$ cat config.mk
export PLATFORM = sky130hd
export DESIGN_NAME = sot_cell
export DESIGN_NICKNAME = d
export VERILOG_FILES = /design/src/rtl/sot_pkg.sv /design/src/rtl/sot_cell.sv
export SDC_FILE = /design/constraint.sdc
export NUM_CORES = 1
export LEC_CHECK = 0
export BUFFER_PORTS_ARGS = -buffer_cell sky130_fd_sc_hd__buf_2
export CAP_MARGIN = 30
export CORE_ASPECT_RATIO = 0.75
export CORE_UTILIZATION = 40
export CTS_CLUSTER_SIZE = 10
export DETAILED_ROUTE_END_ITERATION = 7
export PLACE_DENSITY = 0.66
export RECOVER_POWER = 50
export SLEW_MARGIN = 10
export SYNTH_ARGS = -nofsm -noshare
export SYNTH_HDL_FRONTEND = slang
export SYNTH_SLANG_ARGS = --single-unit
$ cat constraint.sdc
create_clock -name clk -period 6.6 [get_ports clk]
set_clock_uncertainty 0.2 [all_clocks]
set_input_delay 1.32 -clock clk [delete_from_list [all_inputs] [get_ports clk]]
set_output_delay 1.32 -clock clk [all_outputs]
set_load 0.005 [all_outputs]
$ cat src/rtl/sot_pkg.sv
// sot_pkg: shared types and constants for the sorted offset table
// field widths, operation and status codes, and the beat that travels the cell chain
// no dependencies
package sot_pkg;

	// default table depth
	localparam int SOT_DEPTH = 256;

	// field widths
	localparam int KEY_W  = 16;
	localparam int OFF_W  = 32;
	localparam int CRD_W  = 40;
	localparam int STAT_W = 3;
	localparam int CNT_W  = 9;

	// operation codes
	localparam logic OP_INSERT = 1'b0;
	localparam logic OP_LOOKUP = 1'b1;

	// result status codes
	typedef enum logic [STAT_W-1:0] {
		ST_INSERTED = 3'd0,
		ST_DUP      = 3'd1,
		ST_FULL     = 3'd2,
		ST_HIT      = 3'd3,
		ST_MISS     = 3'd4
	} status_t;

	// what a beat is doing as it walks the chain
	typedef enum logic [1:0] {
		MD_IDLE,
		MD_SEARCH,
		MD_CARRY,
		MD_DONE
	} mode_t;

	// beat handed from cell to cell
	typedef struct packed {
		mode_t             mode;
		logic              op;
		status_t           status;
		logic [KEY_W-1:0]  key;
		logic [OFF_W-1:0]  ox;
		logic [OFF_W-1:0]  oy;
	} beat_t;

endpackage

$ cat src/rtl/sot_cell.sv
// sot_cell: one slot of the sorted table plus the beat register to its neighbor
// compares, stores, and swaps entries as a beat walks past
// depends on sot_pkg
module sot_cell #(
	parameter int DEPTH = sot_pkg::SOT_DEPTH,
	parameter int INDEX = 0
) (
	input  logic                          clk,
	input  logic                          arst_n,
	input  logic [$clog2(DEPTH+1)-1:0]    count,
	input  logic                          full,
	input  sot_pkg::beat_t                beat_in,
	output sot_pkg::beat_t                beat_out
);
	import sot_pkg::*;

	localparam int CW = $clog2(DEPTH + 1);

	logic [KEY_W-1:0] key_q;
	logic [OFF_W-1:0] ox_q;
	logic [OFF_W-1:0] oy_q;
	beat_t            beat_q;
	beat_t            beat_d;
	logic             slot_valid;
	logic             wr;
	logic             key_eq;
	logic             key_lt;

	// slot holds data only below the fill count
	assign slot_valid = (count > CW'(INDEX));
	assign key_eq     = slot_valid && (key_q == beat_in.key);
	assign key_lt     = slot_valid && (key_q < beat_in.key);

	always_comb begin
		beat_d = beat_in;
		wr     = 1'b0;
		case (beat_in.mode)
			MD_SEARCH: begin
				if (key_eq) begin
					if (beat_in.op == OP_INSERT) begin
						beat_d.mode   = MD_DONE;
						beat_d.status = ST_DUP;
					end else begin
						// hit: pick up stored offsets
						beat_d.mode   = MD_DONE;
						beat_d.status = ST_HIT;
						beat_d.ox     = ox_q;
						beat_d.oy     = oy_q;
					end
				end else if (key_lt) begin
					// keep walking
					beat_d = beat_in;
				end else if (beat_in.op == OP_LOOKUP) begin
					beat_d.mode   = MD_DONE;
					beat_d.status = ST_MISS;
				end else if (full) begin
					beat_d.mode   = MD_DONE;
					beat_d.status = ST_FULL;
				end else begin
					// insert point: take new entry, carry the old one onward
					wr = 1'b1;
					if (slot_valid) begin
						beat_d.mode = MD_CARRY;
						beat_d.key  = key_q;
						beat_d.ox   = ox_q;
						beat_d.oy   = oy_q;
					end else begin
						beat_d.mode   = MD_DONE;
						beat_d.status = ST_INSERTED;
					end
				end
			end
			MD_CARRY: begin
				wr = 1'b1;
				if (slot_valid) begin
					beat_d.key = key_q;
					beat_d.ox  = ox_q;
					beat_d.oy  = oy_q;
				end else begin
					beat_d.mode   = MD_DONE;
					beat_d.status = ST_INSERTED;
				end
			end
			default: begin
				beat_d = beat_in;
			end
		endcase
	end

	// slot payload, no reset
	always_ff @(posedge clk) begin
		if (wr) begin
			key_q <= beat_in.key;
			ox_q  <= beat_in.ox;
			oy_q  <= beat_in.oy;
		end
	end

	// beat register toward the next cell
	always_ff @(posedge clk or negedge arst_n) begin
		if (!arst_n) begin
			beat_q.mode <= MD_IDLE;
		end else begin
			beat_q <= beat_d;
		end
	end

	assign beat_out = beat_q;

endmodule

==> flow_metrics.tcl <==
set metrics [dict create \
    status "finished with violations" \
    violations "max-capacitance violations, max-slew violations" \
    setup_tns_ns 0 \
    vias 4565 \
    path_cells "clkbuf_1 -> clkbuf_1" \
    grt_pass1_wl_mm 23.6 \
    wl_mm 15.4 \
    critPathMostFrequentCell "clkbuf_1" \
    yosys_warnings 0 \
    rows 41 \
    slew_headroom -0.789 \
    final_common_cell "edfxtp_1" \
    crit_family "buffers and inverters" \
    layout-drive-gt1-share 0.245 \
    yosysSeqAreaShare 0.709 \
    portBuffers 183 \
    syn_avg_cell_area_um2 15.8 \
    cp-end-kind "asynchronous set/reset pin" \
    via_per_inst 5.23 \
    synth_area_um2 7020 \
    dp_hpwl_mm 10.5 \
    synth-edff-count 164 \
    final_util 0.500 \
    cts_tree "done" \
    crit_start "arst_n" \
    syn_nets 560 \
    setup_viol 0 \
    finalCritPeriodShare 0.764 \
    grt_max_degree 55 \
    start_util 0.413 \
    hp-class "reg2reg" \
    cts_num_sinks 166 \
    clockBufferDepth 2 \
    die_w_um 155 \
    overflow 0 \
    h-tree-depth 4 \
    first_global_vias 4366 \
    die_h_um 117 \
    drc 0 \
    grt_usage 0.174 \
    synth_top_cell_by_area "edfxtp_1" \
    max_freq_mhz 198 \
    critical_path_class "in2async" \
    cellPowerDensity_nw_per_um2 286 \
    fin_crit_ns 5.05 \
    seqPwrFrac 0.522 \
    ant_nets 0 \
    swShare 0.232 \
    drtPass1Iterations 4 \
    area_growth_pct 20.9 \
    critPathMaxStageDelay_ns 1.99 \
    post_cts_resized 0 \
    p_sw_uw 564 \
    dieArea_um2 18100 \
    rsz0062_at_grt "no" \
    detail_route.iter0.violations 287 \
    arrival_ns 4.80 \
    final_cell_mix "edfxtp_1 (164), buf_2 (93), clkbuf_1 (89)" \
    combPwrFrac 0.107 \
    hp-start "ox_q[19]" \
    yosys.area.top_type_share 0.702 \
    drv_slew 89 \
    antenna_cells 0 \
    async_flop_share 0.0120 \
    p_clk_frac 0.370 \
    p_leak_nw 3.22 \
    ys_ff_latch 166 \
    netlist_instances 444 \
    antenna_found_initial 0 \
    reg2reg_from "key_q[7]" \
    ir_drop_mv 0.154 \
    cts_setup_buffers 0 \
    ys_types 51 \
    r2r_setup_slack_ns 2.68 \
    fin_nets 743 \
    cp_max_fo 49 \
    critPathBufInv 2 \
    synthTopCellsByArea "edfxtp_1 (70%), a22o_1 (5.4%), ha_1 (3.2%), a22o_2 (3.0%), buf_12 (1.7%)" \
    gp_congestion 0.878 \
    wire_per_inst_um 17.7 \
    max_slew.worst_pin.slew_ns 2.68 \
    synthFlopType "edfxtp_1" \
    clockRootBuffer "clkbuf_16" \
    clk_pin_slew_ns 0.06 \
    ctsHoldBuffers 0 \
    power.internal_mw 1.86 \
    pin_count 184 \
    crit_slowest_cell "clkbuf_1" \
    maxCapViolations 2 \
    core-area_um2 17000 \
    clock_latency_ns 0.42 \
    numCtsBuffers 17 \
    startpoint_type "input port" \
    finalHoldViolCount 0 \
    worstPathRequired_ns 6.36 \
]
-- flip-flops by register name (all words and copies together) (netlist names) --
| signal | cells |
|---|---|
| beat_out | 86 |
| key_q | 16 |
| ox_q | 32 |
| oy_q | 32 |
-- worst paths after layout --
check / end / depth (start not counted)
min in group asynchronous: beat_out[84] / 2
min reg2reg: beat_out[51] / 1
max reg2reg: beat_out[17] / 7
min: beat_out[51] / 1
max in group clk: beat_out[60] / 2
max: beat_out[85] / 2
-- area by class of cell --
type | instances | area [um^2]
clock buffer | 17 | 425
clock inverter | 12 | 91.3
fill | 1496 | 8490
inverter | 22 | 82.6
multi-input combinational | 231 | 1750
sequential | 166 | 4970
tap | 236 | 295
timing repair buffer | 189 | 870
-- synthesized netlist by cell type (7+ instances only) --
cell and instances:
edfxtp_1 164, a22o_1 43, a22o_2 21, inv_1 21, nand2_1 21, nor2_1 20
a21oi_1 18, ha_1 18, o21ai_0 15, o221ai_1 9, buf_2 8, clkbuf_1 7
nand3_1 7
-- cells by family (layout without fill, tap and decap cells) --
logic type / after synthesis / count (layout) / share of synthesized area
AND/OR/NAND/NOR: 72 / 72 / 0.0540
buffers and inverters: 47 / 240 / 0.0442
AO/OA/AOI/OAI: 135 / 135 / 0.152
adder cells (fa/ha/maj): 18 / 18 / 0.0321
multiplexers: 6 / 6 / 0.00856
flip-flops: 166 / 166 / 0.709
-- per-stage QoR --
| stage | setup WS (ns) | hold WS, ns | power (mW) | cells | instance area, um^2 |
|---|---|---|---|---|---|
| final | 1.55 | 0.341 | 2.43 | 873 | 8490 |
| after global routing | 0.984 | 0.349 | 2.52 | 873 | 8490 |
| after CTS | 1.75 | 0.341 | 2.46 | 872 | 8600 |
| after detailed placement | 1.32 | 0.327 | 1.56 | 843 | 8090 |
| after global placement | 1.43 | 0.322 | 1.55 | 842 | 8060 |
| after floorplan | 1.06 | 0.318 | 1.43 | 444 | 7020 |
-- power by group through the flow --
stage | Combinational, mW | Clock, mW | Sequential (mW)
2_1_floorplan | 0.139 | 0 | 1.30
3_3_place_gp | 0.263 | 0 | 1.29
3_5_place_dp | 0.272 | 0 | 1.29
4_1_cts | 0.273 | 0.916 | 1.27
5_1_grt | 0.289 | 0.952 | 1.27
6_report | 0.261 | 0.899 | 1.27
-- per-layer routing --
layer  vias up  GRT usage  part of all wire
met2       185      0.259              0.44
met1      2209      0.239              0.47
met5         -          0                 0
li1       2147          -                 -
met3        24     0.0553             0.073
met4         0     0.0627             0.017
No activity file was read; power rests on OpenSTA's default activity.
